==> config.mk <==
export PLATFORM = sky130hd
export DESIGN_NAME = array_linked_list_engine
export DESIGN_NICKNAME = d
export VERILOG_FILES = /design/src/rtl/alle_pkg.sv /design/src/rtl/alle_node_store.sv /design/src/rtl/array_linked_list_engine.sv
export SDC_FILE = /design/constraint.sdc
export NUM_CORES = 1
export LEC_CHECK = 0
export BUFFER_PORTS_ARGS = -buffer_cell sky130_fd_sc_hd__clkbuf_2
export CORE_MARGIN = 1
export CORE_UTILIZATION = 55
export CTS_CLUSTER_SIZE = 12
export DETAILED_ROUTE_END_ITERATION = 10
export PLACE_DENSITY = 0.72
export RECOVER_POWER = 50
export SLEW_MARGIN = 20
export SYNTH_ARGS = -nofsm -noshare
export SYNTH_HDL_FRONTEND = slang
export SYNTH_SLANG_ARGS = --single-unit
==> constraint.sdc <==
create_clock -name clock -period 5.85 [get_ports clock]
set_input_delay 0.585 -clock clock [delete_from_list [all_inputs] [get_ports clock]]
set_output_delay 0.585 -clock clock [all_outputs]
set_load 0.1 [all_outputs]
==> src/rtl/alle_pkg.sv <==
// ---------------------------------------------------------------------------
// alle_pkg: shared types and microcode for the linked list engine
// Operation and status codes, the control word layout and the read-only
// program that drives the engine's datapath one step per cycle while not stalled.
// ---------------------------------------------------------------------------
package alle_pkg;

   localparam logic [2:0] FUNC_INS_FRONT = 3'd0;
   localparam logic [2:0] FUNC_INS_END   = 3'd1;
   localparam logic [2:0] FUNC_INS_AFTER = 3'd2;
   localparam logic [2:0] FUNC_DEL_FRONT = 3'd3;
   localparam logic [2:0] FUNC_DEL_END   = 3'd4;
   localparam logic [2:0] FUNC_DEL_AFTER = 3'd5;

   localparam logic [2:0] ST_OK     = 3'd0;
   localparam logic [2:0] ST_FULL   = 3'd1;
   localparam logic [2:0] ST_EMPTY  = 3'd2;
   localparam logic [2:0] ST_NOKEY  = 3'd3;
   localparam logic [2:0] ST_NOSUCC = 3'd4;

   // program step addresses
   typedef enum logic [4:0] {
      S_I0A   = 5'd0,
      S_I0B   = 5'd1,
      S_I1A   = 5'd2,
      S_I1B   = 5'd3,
      S_I1C   = 5'd4,
      S_I1D   = 5'd5,
      S_I1E   = 5'd6,
      S_K2A   = 5'd7,
      S_K2B   = 5'd8,
      S_K2C   = 5'd9,
      S_I2A   = 5'd10,
      S_I2B   = 5'd11,
      S_I2C   = 5'd12,
      S_NOKEY = 5'd13,
      S_D3A   = 5'd14,
      S_D3B   = 5'd15,
      S_D4A   = 5'd16,
      S_D4B   = 5'd17,
      S_D4C   = 5'd18,
      S_D4D   = 5'd19,
      S_D4E   = 5'd20,
      S_D4F   = 5'd21,
      S_K5A   = 5'd22,
      S_K5B   = 5'd23,
      S_K5C   = 5'd24,
      S_D5A   = 5'd25,
      S_D5B   = 5'd26,
      S_D5C   = 5'd27,
      S_NOSUC = 5'd28,
      S_ERR   = 5'd29
   } step_type;

   // node store read: address source
   typedef enum logic [1:0] {RD_NONE, RD_HEAD, RD_FREE, RD_NEXT} rd_type;
   // link write address source
   typedef enum logic [1:0] {WA_NONE, WA_NODE, WA_CUR, WA_PRV} wa_type;
   // link write value source
   typedef enum logic [2:0] {
      WV_HEAD, WV_NULL, WV_PRV, WV_NODE, WV_FREE, WV_RLINK
   } wv_type;
   typedef enum logic [1:0] {HD_KEEP, HD_NODE, HD_RLINK, HD_NULL} hd_type;
   typedef enum logic [1:0] {FR_KEEP, FR_RLINK, FR_CUR} fr_type;
   typedef enum logic [2:0] {
      C_NONE, C_HEAD_NULL, C_RLINK_NULL, C_STOP, C_MATCH
   } cond_type;
   typedef enum logic [2:0] {
      FIN_NONE, FIN_OK, FIN_NOKEY, FIN_NOSUCC, FIN_PRE
   } fin_type;

   typedef struct packed {
      rd_type   rd;    // read issued only when the jump is not taken
      logic     wd;    // write item into the head free node
      wa_type   wa;
      wv_type   wv;
      hd_type   hd;
      fr_type   fr;
      logic     rm;    // capture read data as removed value
      logic     sv;    // save read link into prv
      cond_type cond;
      step_type jmp;
      step_type nxt;
      fin_type  fin;
   } ctl_type;

   function automatic ctl_type ucode(step_type s);
      ctl_type c;
      c.rd   = RD_NONE;
      c.wd   = 1'b0;
      c.wa   = WA_NONE;
      c.wv   = WV_NULL;
      c.hd   = HD_KEEP;
      c.fr   = FR_KEEP;
      c.rm   = 1'b0;
      c.sv   = 1'b0;
      c.cond = C_NONE;
      c.jmp  = S_ERR;
      c.nxt  = S_ERR;
      c.fin  = FIN_NONE;
      case (s)
         // insert front
         S_I0A: begin
            c.rd = RD_FREE; c.wd = 1'b1; c.nxt = S_I0B;
         end
         S_I0B: begin
            c.wa = WA_NODE; c.wv = WV_HEAD; c.hd = HD_NODE; c.fr = FR_RLINK;
            c.fin = FIN_OK;
         end
         // insert end
         S_I1A: begin
            c.rd = RD_FREE; c.wd = 1'b1; c.nxt = S_I1B;
         end
         S_I1B: begin
            c.wa = WA_NODE; c.wv = WV_NULL; c.fr = FR_RLINK; c.rd = RD_HEAD;
            c.cond = C_HEAD_NULL; c.jmp = S_I1E; c.nxt = S_I1C;
         end
         S_I1C: begin
            c.rd = RD_NEXT; c.cond = C_RLINK_NULL; c.jmp = S_I1D; c.nxt = S_I1C;
         end
         S_I1D: begin
            c.wa = WA_CUR; c.wv = WV_NODE; c.fin = FIN_OK;
         end
         S_I1E: begin
            c.hd = HD_NODE; c.fin = FIN_OK;
         end
         // insert after key
         S_K2A: begin
            c.rd = RD_HEAD; c.cond = C_HEAD_NULL; c.jmp = S_NOKEY; c.nxt = S_K2B;
         end
         S_K2B: begin
            c.rd = RD_NEXT; c.cond = C_STOP; c.jmp = S_K2C; c.nxt = S_K2B;
         end
         S_K2C: begin
            c.sv = 1'b1; c.cond = C_MATCH; c.jmp = S_I2A; c.nxt = S_NOKEY;
         end
         S_I2A: begin
            c.rd = RD_FREE; c.wd = 1'b1; c.nxt = S_I2B;
         end
         S_I2B: begin
            c.wa = WA_NODE; c.wv = WV_PRV; c.fr = FR_RLINK; c.nxt = S_I2C;
         end
         S_I2C: begin
            c.wa = WA_CUR; c.wv = WV_NODE; c.fin = FIN_OK;
         end
         S_NOKEY: begin
            c.fin = FIN_NOKEY;
         end
         // delete front
         S_D3A: begin
            c.rd = RD_HEAD; c.nxt = S_D3B;
         end
         S_D3B: begin
            c.rm = 1'b1; c.hd = HD_RLINK; c.wa = WA_CUR; c.wv = WV_FREE;
            c.fr = FR_CUR; c.fin = FIN_OK;
         end
         // delete end
         S_D4A: begin
            c.rd = RD_HEAD; c.nxt = S_D4B;
         end
         S_D4B: begin
            c.rd = RD_NEXT; c.cond = C_RLINK_NULL; c.jmp = S_D4F; c.nxt = S_D4C;
         end
         S_D4C: begin
            c.rd = RD_NEXT; c.cond = C_RLINK_NULL; c.jmp = S_D4D; c.nxt = S_D4C;
         end
         S_D4D: begin
            c.rm = 1'b1; c.wa = WA_PRV; c.wv = WV_NULL; c.nxt = S_D4E;
         end
         S_D4E: begin
            c.wa = WA_CUR; c.wv = WV_FREE; c.fr = FR_CUR; c.fin = FIN_OK;
         end
         S_D4F: begin
            c.rm = 1'b1; c.hd = HD_NULL; c.wa = WA_CUR; c.wv = WV_FREE;
            c.fr = FR_CUR; c.fin = FIN_OK;
         end
         // delete after key
         S_K5A: begin
            c.rd = RD_HEAD; c.nxt = S_K5B;
         end
         S_K5B: begin
            c.rd = RD_NEXT; c.cond = C_STOP; c.jmp = S_K5C; c.nxt = S_K5B;
         end
         S_K5C: begin
            c.cond = C_MATCH; c.jmp = S_D5A; c.nxt = S_NOKEY;
         end
         S_D5A: begin
            c.rd = RD_NEXT; c.cond = C_RLINK_NULL; c.jmp = S_NOSUC; c.nxt = S_D5B;
         end
         S_D5B: begin
            c.rm = 1'b1; c.wa = WA_PRV; c.wv = WV_RLINK; c.nxt = S_D5C;
         end
         S_D5C: begin
            c.wa = WA_CUR; c.wv = WV_FREE; c.fr = FR_CUR; c.fin = FIN_OK;
         end
         S_NOSUC: begin
            c.fin = FIN_NOSUCC;
         end
         S_ERR: begin
            c.fin = FIN_PRE;
         end
         default: begin
            c.fin = FIN_PRE;
         end
      endcase
      return c;
   endfunction

endpackage

==> src/rtl/alle_node_store.sv <==
// ---------------------------------------------------------------------------
// alle_node_store: node data and link memories
// One registered read port shared by both arrays, one write port each.
// ---------------------------------------------------------------------------
module alle_node_store #(
   parameter int NODE_COUNT = 16,
   parameter int DATA_WIDTH = 32
) (
   input  logic                                 clock,
   input  logic                                 rd_en,
   input  logic [$clog2(NODE_COUNT)-1:0]        rd_addr,
   input  logic                                 lk_we,
   input  logic [$clog2(NODE_COUNT)-1:0]        lk_addr,
   input  logic [$clog2(NODE_COUNT+1)-1:0]      lk_wdata,
   input  logic                                 dt_we,
   input  logic [$clog2(NODE_COUNT)-1:0]        dt_addr,
   input  logic [DATA_WIDTH-1:0]                dt_wdata,
   output logic [$clog2(NODE_COUNT+1)-1:0]      rd_link,
   output logic [DATA_WIDTH-1:0]                rd_data
);

   localparam int LW = $clog2(NODE_COUNT + 1);

   logic [LW-1:0]         link_mem [NODE_COUNT];
   logic [DATA_WIDTH-1:0] data_mem [NODE_COUNT];
   logic [LW-1:0]         rd_link_ff;
   logic [DATA_WIDTH-1:0] rd_data_ff;

   always_ff @(posedge clock) begin
      if (lk_we) begin
         link_mem[lk_addr] <= lk_wdata;
      end
      if (dt_we) begin
         data_mem[dt_addr] <= dt_wdata;
      end
      // hold the last read when idle
      if (rd_en) begin
         rd_link_ff <= link_mem[rd_addr];
         rd_data_ff <= data_mem[rd_addr];
      end
   end

   assign rd_link = rd_link_ff;
   assign rd_data = rd_data_ff;

endmodule

==> src/rtl/array_linked_list_engine.sv <==
// ---------------------------------------------------------------------------
// array_linked_list_engine: singly linked list in a fixed node store
// A data list and a free list share NODE_COUNT nodes; a microcoded
// sequencer runs one short program per request.
// ---------------------------------------------------------------------------
// Each request beat carries one operation (insert front, insert end, insert
// after key, delete front, delete end, delete after key) and returns one
// response beat with the removed value and a status. After reset the block
// runs a clearing pass that chains every node onto the free list; req_stall
// stays high meanwhile. The engine then takes one request at a time. Insert
// end, delete end and the keyed operations walk the list: one link is
// followed per cycle through the single registered read port of the node
// store. Full and empty requests run only the error step and answer with
// their status; unused codes run the same step and answer with ST_OK. A
// request is taken while the previous response beat still waits; the
// program only stalls at its final step until the response register
// frees up.
// ---------------------------------------------------------------------------
module array_linked_list_engine #(
   parameter int NODE_COUNT = 16,
   parameter int DATA_WIDTH = 32
) (
   input  logic               clock,
   input  logic               reset,
   input  logic               req_valid,
   output logic               req_stall,
   input  logic [2:0]         req_func,
   input  logic signed [31:0] req_item_value,
   input  logic signed [31:0] req_key_value,
   output logic               rsp_valid,
   input  logic               rsp_stall,
   output logic signed [31:0] rsp_removed_value,
   output logic [2:0]         rsp_status
);

   localparam int LW = $clog2(NODE_COUNT + 1);   // link width, null included
   localparam int IW = $clog2(NODE_COUNT);       // node index width
   localparam logic [LW-1:0] NIL = LW'(NODE_COUNT);

   // sequencer state
   logic                   init_ff, init_in;
   logic [LW-1:0]          init_cnt_ff, init_cnt_in;
   logic                   busy_ff, busy_in;
   alle_pkg::step_type     upc_ff, upc_in;
   logic [2:0]             pre_status_ff, pre_status_in;

   // datapath registers
   logic [LW-1:0]          head_ff, head_in;
   logic [LW-1:0]          free_ff, free_in;
   logic [LW-1:0]          cur_ff, cur_in;
   logic [LW-1:0]          prv_ff, prv_in;
   logic [LW-1:0]          node_ff, node_in;
   logic [DATA_WIDTH-1:0]  item_ff, item_in;
   logic [DATA_WIDTH-1:0]  key_ff, key_in;
   logic signed [DATA_WIDTH-1:0] removed_ff, removed_in;

   // response register
   logic                   rsp_valid_ff, rsp_valid_in;
   logic signed [31:0]     rsp_removed_ff, rsp_removed_in;
   logic [2:0]             rsp_status_ff, rsp_status_in;

   // store interface
   logic                   rd_en;
   logic [LW-1:0]          rd_addr;
   logic                   lk_we;
   logic [LW-1:0]          lk_addr;
   logic [LW-1:0]          lk_wdata;
   logic                   dt_we;
   logic [LW-1:0]          rlink;
   logic [DATA_WIDTH-1:0]  rdata;

   alle_pkg::ctl_type      ctl;
   logic                   go;
   logic                   taken;
   logic                   req_take;
   logic                   match;
   logic signed [63:0]     item_wide;
   logic signed [63:0]     key_wide;
   logic signed [63:0]     removed_wide;

   assign ctl       = alle_pkg::ucode(upc_ff);
   assign req_stall = busy_ff | init_ff;
   assign req_take  = req_valid & ~req_stall;
   assign item_wide = 64'(req_item_value);
   assign key_wide  = 64'(req_key_value);
   assign removed_wide = 64'(removed_ff);
   assign match     = (rdata == key_ff);

   // advance a step unless it is a final step facing a full response register
   assign go = busy_ff &
               ~((ctl.fin != alle_pkg::FIN_NONE) & rsp_valid_ff & rsp_stall);

   always_comb begin
      case (ctl.cond)
         alle_pkg::C_HEAD_NULL:  taken = (head_ff >= NIL);
         alle_pkg::C_RLINK_NULL: taken = (rlink >= NIL);
         alle_pkg::C_STOP:       taken = match | (rlink >= NIL);
         alle_pkg::C_MATCH:      taken = match;
         default:                taken = 1'b0;
      endcase
   end

   // read address; a read is skipped on a taken jump or a null pointer
   always_comb begin
      case (ctl.rd)
         alle_pkg::RD_HEAD: rd_addr = head_ff;
         alle_pkg::RD_FREE: rd_addr = free_ff;
         alle_pkg::RD_NEXT: rd_addr = rlink;
         default:           rd_addr = NIL;
      endcase
      rd_en = go & (ctl.rd != alle_pkg::RD_NONE) & ~taken & (rd_addr < NIL);
   end

   // link write port: clearing pass first, then the program
   always_comb begin
      if (init_ff) begin
         lk_addr  = init_cnt_ff;
         lk_wdata = LW'(init_cnt_ff + 1'b1);
         lk_we    = 1'b1;
      end else begin
         case (ctl.wa)
            alle_pkg::WA_NODE: lk_addr = node_ff;
            alle_pkg::WA_CUR:  lk_addr = cur_ff;
            alle_pkg::WA_PRV:  lk_addr = prv_ff;
            default:           lk_addr = NIL;
         endcase
         case (ctl.wv)
            alle_pkg::WV_HEAD:  lk_wdata = head_ff;
            alle_pkg::WV_PRV:   lk_wdata = prv_ff;
            alle_pkg::WV_NODE:  lk_wdata = node_ff;
            alle_pkg::WV_FREE:  lk_wdata = free_ff;
            alle_pkg::WV_RLINK: lk_wdata = rlink;
            default:            lk_wdata = NIL;
         endcase
         lk_we = go & (ctl.wa != alle_pkg::WA_NONE) & (lk_addr < NIL);
      end
   end

   assign dt_we = go & ctl.wd & (free_ff < NIL);

   always_comb begin
      init_in        = init_ff;
      init_cnt_in    = init_cnt_ff;
      busy_in        = busy_ff;
      upc_in         = upc_ff;
      pre_status_in  = pre_status_ff;
      head_in        = head_ff;
      free_in        = free_ff;
      cur_in         = cur_ff;
      prv_in         = prv_ff;
      node_in        = node_ff;
      item_in        = item_ff;
      key_in         = key_ff;
      removed_in     = removed_ff;
      rsp_valid_in   = rsp_valid_ff;
      rsp_removed_in = rsp_removed_ff;
      rsp_status_in  = rsp_status_ff;

      // chain node i to i+1; the last one lands on null
      if (init_ff) begin
         init_cnt_in = LW'(init_cnt_ff + 1'b1);
         if (init_cnt_ff == LW'(NODE_COUNT - 1)) begin
            init_in = 1'b0;
         end
      end

      // drop the response beat once taken
      if (rsp_valid_ff & ~rsp_stall) begin
         rsp_valid_in = 1'b0;
      end

      // dispatch: latch the request and pick the program
      if (req_take) begin
         busy_in       = 1'b1;
         item_in       = item_wide[DATA_WIDTH-1:0];
         key_in        = key_wide[DATA_WIDTH-1:0];
         removed_in    = '0;
         pre_status_in = alle_pkg::ST_OK;
         upc_in        = alle_pkg::S_ERR;
         if ((req_func inside {[alle_pkg::FUNC_INS_FRONT:alle_pkg::FUNC_INS_AFTER]})
             && (free_ff >= NIL)) begin
            pre_status_in = alle_pkg::ST_FULL;
         end else if ((req_func inside
                       {[alle_pkg::FUNC_DEL_FRONT:alle_pkg::FUNC_DEL_AFTER]})
                      && (head_ff >= NIL)) begin
            pre_status_in = alle_pkg::ST_EMPTY;
         end else begin
            case (req_func)
               alle_pkg::FUNC_INS_FRONT: upc_in = alle_pkg::S_I0A;
               alle_pkg::FUNC_INS_END:   upc_in = alle_pkg::S_I1A;
               alle_pkg::FUNC_INS_AFTER: upc_in = alle_pkg::S_K2A;
               alle_pkg::FUNC_DEL_FRONT: upc_in = alle_pkg::S_D3A;
               alle_pkg::FUNC_DEL_END:   upc_in = alle_pkg::S_D4A;
               alle_pkg::FUNC_DEL_AFTER: upc_in = alle_pkg::S_K5A;
               default:                  upc_in = alle_pkg::S_ERR;
            endcase
         end
      end

      // execute one control word
      if (go) begin
         upc_in = taken ? ctl.jmp : ctl.nxt;

         if (rd_en) begin
            case (ctl.rd)
               alle_pkg::RD_HEAD: cur_in = head_ff;
               alle_pkg::RD_FREE: node_in = free_ff;
               alle_pkg::RD_NEXT: begin
                  prv_in = cur_ff;
                  cur_in = rlink;
               end
               default: begin
               end
            endcase
         end
         if (ctl.sv) begin
            prv_in = rlink;
         end

         case (ctl.hd)
            alle_pkg::HD_NODE:  head_in = node_ff;
            alle_pkg::HD_RLINK: head_in = rlink;
            alle_pkg::HD_NULL:  head_in = NIL;
            default:            head_in = head_ff;
         endcase
         case (ctl.fr)
            alle_pkg::FR_RLINK: free_in = rlink;
            alle_pkg::FR_CUR:   free_in = cur_ff;
            default:            free_in = free_ff;
         endcase

         if (ctl.rm) begin
            removed_in = rdata;
         end

         // final step: load the response register and go idle
         if (ctl.fin != alle_pkg::FIN_NONE) begin
            busy_in        = 1'b0;
            rsp_valid_in   = 1'b1;
            rsp_removed_in = removed_wide[31:0];
            case (ctl.fin)
               alle_pkg::FIN_OK:     rsp_status_in = alle_pkg::ST_OK;
               alle_pkg::FIN_NOKEY:  rsp_status_in = alle_pkg::ST_NOKEY;
               alle_pkg::FIN_NOSUCC: rsp_status_in = alle_pkg::ST_NOSUCC;
               default:              rsp_status_in = pre_status_ff;
            endcase
            // a step that captures and finishes passes rdata on directly
            if (ctl.rm) begin
               rsp_removed_in = 32'(64'(signed'(rdata)));
            end
         end
      end
   end

   always_ff @(posedge clock) begin
      if (reset) begin
         init_ff      <= 1'b1;
         init_cnt_ff  <= '0;
         busy_ff      <= 1'b0;
         upc_ff       <= alle_pkg::S_ERR;
         head_ff      <= NIL;
         free_ff      <= '0;
         rsp_valid_ff <= 1'b0;
      end else begin
         init_ff      <= init_in;
         init_cnt_ff  <= init_cnt_in;
         busy_ff      <= busy_in;
         upc_ff       <= upc_in;
         head_ff      <= head_in;
         free_ff      <= free_in;
         rsp_valid_ff <= rsp_valid_in;
      end
      pre_status_ff  <= pre_status_in;
      cur_ff         <= cur_in;
      prv_ff         <= prv_in;
      node_ff        <= node_in;
      item_ff        <= item_in;
      key_ff         <= key_in;
      removed_ff     <= removed_in;
      rsp_removed_ff <= rsp_removed_in;
      rsp_status_ff  <= rsp_status_in;
   end

   alle_node_store #(
      .NODE_COUNT (NODE_COUNT),
      .DATA_WIDTH (DATA_WIDTH)
   ) u_store (
      .clock    (clock),
      .rd_en    (rd_en),
      .rd_addr  (rd_addr[IW-1:0]),
      .lk_we    (lk_we),
      .lk_addr  (lk_addr[IW-1:0]),
      .lk_wdata (lk_wdata),
      .dt_we    (dt_we),
      .dt_addr  (free_ff[IW-1:0]),
      .dt_wdata (item_ff),
      .rd_link  (rlink),
      .rd_data  (rdata)
   );

   assign rsp_valid         = rsp_valid_ff;
   assign rsp_removed_value = rsp_removed_ff;
   assign rsp_status        = rsp_status_ff;

endmodule
# After elaboration in Yosys (flattened, before gate mapping)
# Memory sizes are Yosys's and may differ from the RTL's. A register that Yosys moved wholly into a read port is not among the register bits.
# Index checks and enable logic that the tools add are counted.
totals:
  word_cells: 189
  out_inout_bits: 37
  n_memories: 2
  inputBits: 71
  ramBits: 592
  register_bits: 172
classes:
  reduce_logical: 37
  eq_ne: 57
  bitwise: 18
  order_cmp: 10
  n_mux: 48
  n_addsub: 1
memory_table:
  columns: ["memory", "depth", "width", "read_ports", "rd_ports_with_merged_regs", "write_ports", "line", "rtl"]
  rows:
  - ["u_store.data_mem", 16, 32, 1, 1, 1, "alle_node_store.sv:25", "logic [DATA_WIDTH-1:0] data_mem [NODE_COUNT];"]
  - ["u_store.link_mem", 16, 5, 1, 1, 1, "alle_node_store.sv:24", "logic [LW-1:0] link_mem [NODE_COUNT];"]
op_table:
  columns: ["op", "count"]
  rows:
  - ["$mux W32", 4]
  - ["$pmux W8 S10", 1]
  - ["$pmux W5 S14", 1]
  - ["$eq A5 B5 Y1 const B", 13]
  - ["$mux W5", 10]
  - ["$eq A5 B4 Y1 const B", 9]
  - ["$pmux W5 S3", 3]
  - ["$pmux W5 S7", 1]
  - ["$eq A32 B32 Y1", 1]
  - ["$pmux W5 S6", 1]
  - ["$pmux W5 S5", 1]
  - ["$eq A3 B2 Y1 const B", 8]
  - ["$eq A5 B3 Y1 const B", 4]
  - ["$pmux W5 S2", 2]
  - ["$reduce_or A19 Y1", 1]
  - ["$mux W1", 16]
  - ["$eq A3 B3 Y1 const B", 5]
  - ["$ge A5 B5 Y1 const B", 3]
  - ["$lt A5 B5 Y1 const B", 3]
  - ["$eq A2 B2 Y1 const B", 7]
  - ["$reduce_bool A2 Y1", 7]
  - ["$reduce_or A2 Y1", 7]
  - ["$and A1 B1 Y1", 12]
  - ["$pmux W2 S3", 2]
  - ["other kinds (28)", 49]

# Longest topological paths before layout
depth:
  depth_word: 13
  ltp_mapped: 13
  depth_no_buf: 9

# Cells and area by module
# A second synthesis with hierarchy kept.
hier_totals:
  cells_unflattened: 1671
  hier_area_um2: 31184.9
by_module_without_submodules:
  columns: ["mod", "area_per_inst_um2", "instances", "cells_each"]
  rows:
  - ["alle_node_store", 23422.5, 1, 986]
  - ["array_linked_list_engine", 7762.4, 1, 685]

# Worst setup path before layout
# Ideal clock, no wire load.
synth_timing:
  path_kind: "flip-flop to flip-flop"
  from: "reg upc_ff[2]"
  to: "reg cur_ff[0], enable pin"
  t_arrival_ns: 4.816
  path_buffers: 1
  stages_incl_launch_ff: 9
  slack_ns: 0.715
  period_less_slack_ns: 5.135
  path_cell_list: "dfxtp_1 -> buf_2 -> nand2b_1 -> a2111oi_2 -> or2_2 -> a22oi_1 -> nand2_1 -> a211oi_1 -> and2_1"
synth_between:
  elab_chain_cells: 12
synth_rtl:
  columns: ["element", "line", "rtl"]
  rows:
  - ["from (decl)", "array_linked_list_engine.sv:44", "alle_pkg::step_type upc_ff, upc_in;"]
  - ["from (signal assigned)", "array_linked_list_engine.sv:260", "upc_ff <= alle_pkg::S_ERR;"]
  - ["from (signal assigned)", "array_linked_list_engine.sv:268", "upc_ff <= upc_in;"]
  - ["$eq A5 B5 Y1 (tied with other cells)", "alle_pkg.sv:101", "case (s)"]
  - ["$reduce_or A19 Y1 (no line) or $reduce_or A8 Y1 (tied branches)", null, null]
  - ["$pmux W3 S4", "alle_pkg.sv:101", null]
  - ["$reduce_bool A3 Y1", "array_linked_list_engine.sv:91", "~((ctl.fin != alle_pkg::FIN_NONE) & rsp_valid_ff & rsp_stall);"]
  - ["$and A1 B1 Y1 (2 in series)", "array_linked_list_engine.sv:91", null]
  - ["$not A1 Y1", "array_linked_list_engine.sv:91", null]
  - ["$and A1 B1 Y1", "array_linked_list_engine.sv:90", "assign go = busy_ff &"]
  - ["$and A1 B1 Y1 (3 in series)", "array_linked_list_engine.sv:111", "rd_en = go & (ctl.rd != alle_pkg::RD_NONE) & ~taken & (rd_addr < NIL);"]
  - ["$reduce_and A3 Y1 (no line) (*)", null, null]
  - ["to (signal assigned)", "array_linked_list_engine.sv:274", "cur_ff <= cur_in;"]
  - ["to (decl)", "array_linked_list_engine.sv:50", "logic [LW-1:0] cur_ff, cur_in;"]
# Every way passes the cells marked *; elsewhere a longest branch is shown, timed or not.
# A chain may end at the register's enable or synchronous reset.

# Final worst setup path
layout_timing:
  from: "reg upc_ff[1]"
  to: "mem u_store.data_mem[1][26], enable pin"
layout_between:
  elab_chain_cells: 12
layout_rtl:
  columns: ["element", "line", "rtl"]
  rows:
  - ["$eq A5 B5 Y1 (tied with other cells)", "alle_pkg.sv:101", null]
  - ["$reduce_or A19 Y1 (no line) or $reduce_or A8 Y1 (tied branches)", null, null]
  - ["$pmux W3 S4", "alle_pkg.sv:101", null]
  - ["$reduce_bool A3 Y1", "array_linked_list_engine.sv:91", null]
  - ["$and A1 B1 Y1 (2 in series)", "array_linked_list_engine.sv:91", null]
  - ["$not A1 Y1", "array_linked_list_engine.sv:91", null]
  - ["$and A1 B1 Y1", "array_linked_list_engine.sv:90", null]
  - ["$and A1 B1 Y1 (*) (2 in series)", "array_linked_list_engine.sv:139", "assign dt_we = go & ctl.wd & (free_ff < NIL);"]
  - ["$mux W1 (*)", "alle_node_store.sv:33", "if (dt_we) begin"]
  - ["$mux W1 (implied by the code) (*)", "alle_node_store.sv:34", "data_mem[dt_addr] <= dt_wdata;"]
  - ["to (decl)", "alle_node_store.sv:25", null]
# Marks and branches as above.

==> results.ini <==
[timing]
timing.setup.tns_ns = 0
slew_viol_final = 28
skew_ns = 0.0230
slew_headroom_pct = -15.5
setup_viol = 0
final_hold_viol_count = 0
rsz0062_at_grt = false
fin_crit_sh_pct = 81.5
min_period_ns = 4.77
fmax_mhz = 210
worst_pin_slew_ns = 1.72

[cells_and_area]
insertedDiodeCount = 0
drive_above_1_share_pct = 12.4
finalCoreUtilization_pct = 62.7
layout.nets = 2427
n_fill_cell = 4229
area_growth_pct = 12.0

[worst_setup_path]
required_ns = 6.16
crit_slowest_cell = dfxtp_1
crit_chain = clkbuf_1 -> mux2i_1 -> a21oi_1 -> nand3_1 -> o21ai_0 -> clkbuf_1 -> nor3_1 -> buf_4 -> or3b_2 -> nor2_4 -> buf_4
ff2ff_path_depth = 11
critPathLaunchType = flop
startpoint = upc_ff[1]$_SDFFE_PP0P_
worstSetupPathType = flop to flop
worst-r2r-setup-slack_ns = 1.08
r2r-end = u_store.data_mem[1][26]$_DFFE_PP_
critPathCapture = u_store.data_mem[1][26]$_DFFE_PP_
r2r-start = upc_ff[1]$_SDFFE_PP0P_
arrival_ns = 5.07
slowest_delay_ns = 0.70
worst-path-max-fanout = 20
endpoint_kind = flop

[clock_tree]
cts_setup_buffers = 0
path_clk_slew_ns = 0.06
tritoncts = yes
clockBufferDepth = 3
numCtsBuffers = 82
htreeDepth = 3
root_buffer = clkbuf_16
clock_sinks = 800
hold_buffers = 0
ctsResizeCount = 0
worstSkewPairLatency_ns = 0.63

[global_routing]
track_usage_pct = 26.8
antenna_found_initial = 2
globalRouteOverflowTotal = 0
grt_pass1_wl_um = 121000
grt_max_degree = 82
grt_pass1_vias = 20000

[routing]
antenna_left = 0
vias = 20800
wirelength_um = 81000
via_per_inst = 6.58
first_iter_violations = 2428
drc_errors = 0
drt_first_pass_iters = 6
wire_per_inst_um = 25.6

[synth]
synthMostInstantiatedCell = edfxtp_1
synth_common_cells = edfxtp_1, o21ai_0, a21oi_1
avgSynthCellArea_um2 = 14.3
ys_warn_count = 0
synth_seq_area_share_pct = 72.1
syn_nets = 2351
synthFlopType = edfxtp_1
synth_area_leaders = edfxtp_1, o21ai_0, dfxtp_1
synth_seq_cells = 800
yosysUniqueCellTypes = 62
synth_cells = 2277
synthArstFlopShare_pct = 0
mappedNetlistArea_um2 = 32600
synth_edf_count = 745
yosysTopAreaCell = edfxtp_1
netlist.area_leader.share_pct = 68.7

[floorplan]
core_area_um2 = 58100
std_cell_rows = 88
fp.dieH_um = 245
start_util_pct = 56.0
die_w_um = 245
die-area_um2 = 60200
pin_count = 108

[pwr]
switching_share_pct = 19.1
ir_drop_v = 0.000269
powerDensity_nw_per_um2 = 304
total_power_mw = 11.1
power_leakage_nw = 12.5
pwr-share-clk_pct = 43.2
p_sw_mw = 2.12
p_comb_share_pct = 0.8
p_int_mw = 8.97
sequentialPowerShare_pct = 56.0

[place]
dp_hpwl_um = 47600
portBuffers = 107
routabilityCongestion = 0.874

[run_status]
failed_checks = capacitance limit, slew limit
status = finished, violations left

[min_path]
hp-class = input port to flop
hold_depth = 1

[run]
max-cap-violations = 1

## placed cells by master (no fill, tap or decap), types with 55 or more instances in the layout
| cell type | instances |
|---|---|
| nor2_1 | 60 |
| edfxtp_1 | 745 |
| o21ai_0 | 247 |
| mux2i_1 | 81 |
| o211a_1 | 75 |
| clkbuf_16 | 84 |
| clkbuf_1 | 74 |
| dfxtp_1 | 55 |
| o221ai_1 | 111 |
| a21oi_1 | 172 |
| clkbuf_2 | 65 |
| nand3_1 | 79 |
| nand2_1 | 111 |
## final cells by class
type	instances	area [um2]	share of cell area, %
Tap cell	765	957	2.63
Clock inverter	24	209	0.573
Multi-Input combinational cell	1280	8430	23.1
Clock buffer	109	2220	6.08
Inverter	12	46.3	0.127
Timing Repair Buffer	177	1120	3.09
Sequential cell	800	23500	64.4
## critical path, delay by kind of cell, from the launching register on
kind / cells / cell delay (ns)
compound gates: 2 / 0.19
flops: 1 / 0.70
buf+inv: 4 / 1.66
mux: 1 / 0.25
simple gates: 4 / 1.61
## sequential cells by signal, summed over array words and instances (netlist names), 3 cells and up
signal / cells
u_store.rd_link: 5
upc_ff: 5
rsp_removed_value: 32
free_ff: 5
key_ff: 32
u_store.rd_data: 32
init_cnt_ff: 5
removed_ff: 32
u_store.link_mem: 80
item_ff: 32
u_store.data_mem: 512
rsp_status: 3
cur_ff: 5
prv_ff: 5
node_ff: 5
head_ff: 5
## metrics by stage
stage                     hold WS [ns]  cells  cell area [um2]  setup WS (ns)
final                            0.126   3167            36500           1.08
after global routing             0.117   3167            36500          0.764
after CTS                        0.108   3165            36500           1.60
after detailed placement         0.450   3032            34100           1.64
after global placement           0.439   3032            34100           1.76
after floorplan                  0.406   2277            32600          0.715
## metal layers
layer | GRT usage [%] | vias up | wire length [um]
met5 | 0 | - | 0
met4 | 8.97 | 0 | 1890
met3 | 4.81 | 154 | 8060
met2 | 42.1 | 1200 | 38000
met1 | 37.9 | 10400 | 33000
li1 | - | 9134 | -
## power by group through the flow
stage | combinational, mW | clock (mW) | sequential (mW)
2_1_floorplan | 0.0408 | 0 | 6.32
3_3_place_gp | 0.0880 | 0 | 6.32
3_5_place_dp | 0.0905 | 0 | 6.33
4_1_cts | 0.0917 | 4.85 | 6.21
5_1_grt | 0.0973 | 5.06 | 6.20
6_report | 0.0884 | 4.80 | 6.21
## kinds of logic after synthesis
group	after synthesis	share of synthesized area [%]
buffers and inverters	197	2.57
AOI/OAI and AO/OA	765	15.2
xor gates and xnor gates	41	1.10
DFF	800	72.1
and+or+nand+nor	351	5.03
muxes	120	3.84
adders and majority gates	3	0.115
## how the worst min path moves through the flow
| stage | start | end | slack (ns) |
|---|---|---|---|
| finish | req_key_value[4] | key_ff[4]$_DFFE_PP_ | 0.13 |
| global placement | removed_ff[14]$_DFF_P_ | removed_ff[14]$_DFF_P_ | 0.44 |
| CTS | req_key_value[4] | key_ff[4]$_DFFE_PP_ | 0.11 |
| floorplan | free_ff[0]$_SDFFE_PP0P_ | node_ff[0]$_DFFE_PP_ | 0.41 |
| detailed placement | removed_ff[6]$_DFF_P_ | removed_ff[6]$_DFF_P_ | 0.45 |
| global route | req_key_value[4] | key_ff[4]$_DFFE_PP_ | 0.12 |
Note: power is estimated with default switching activity, not from simulation.
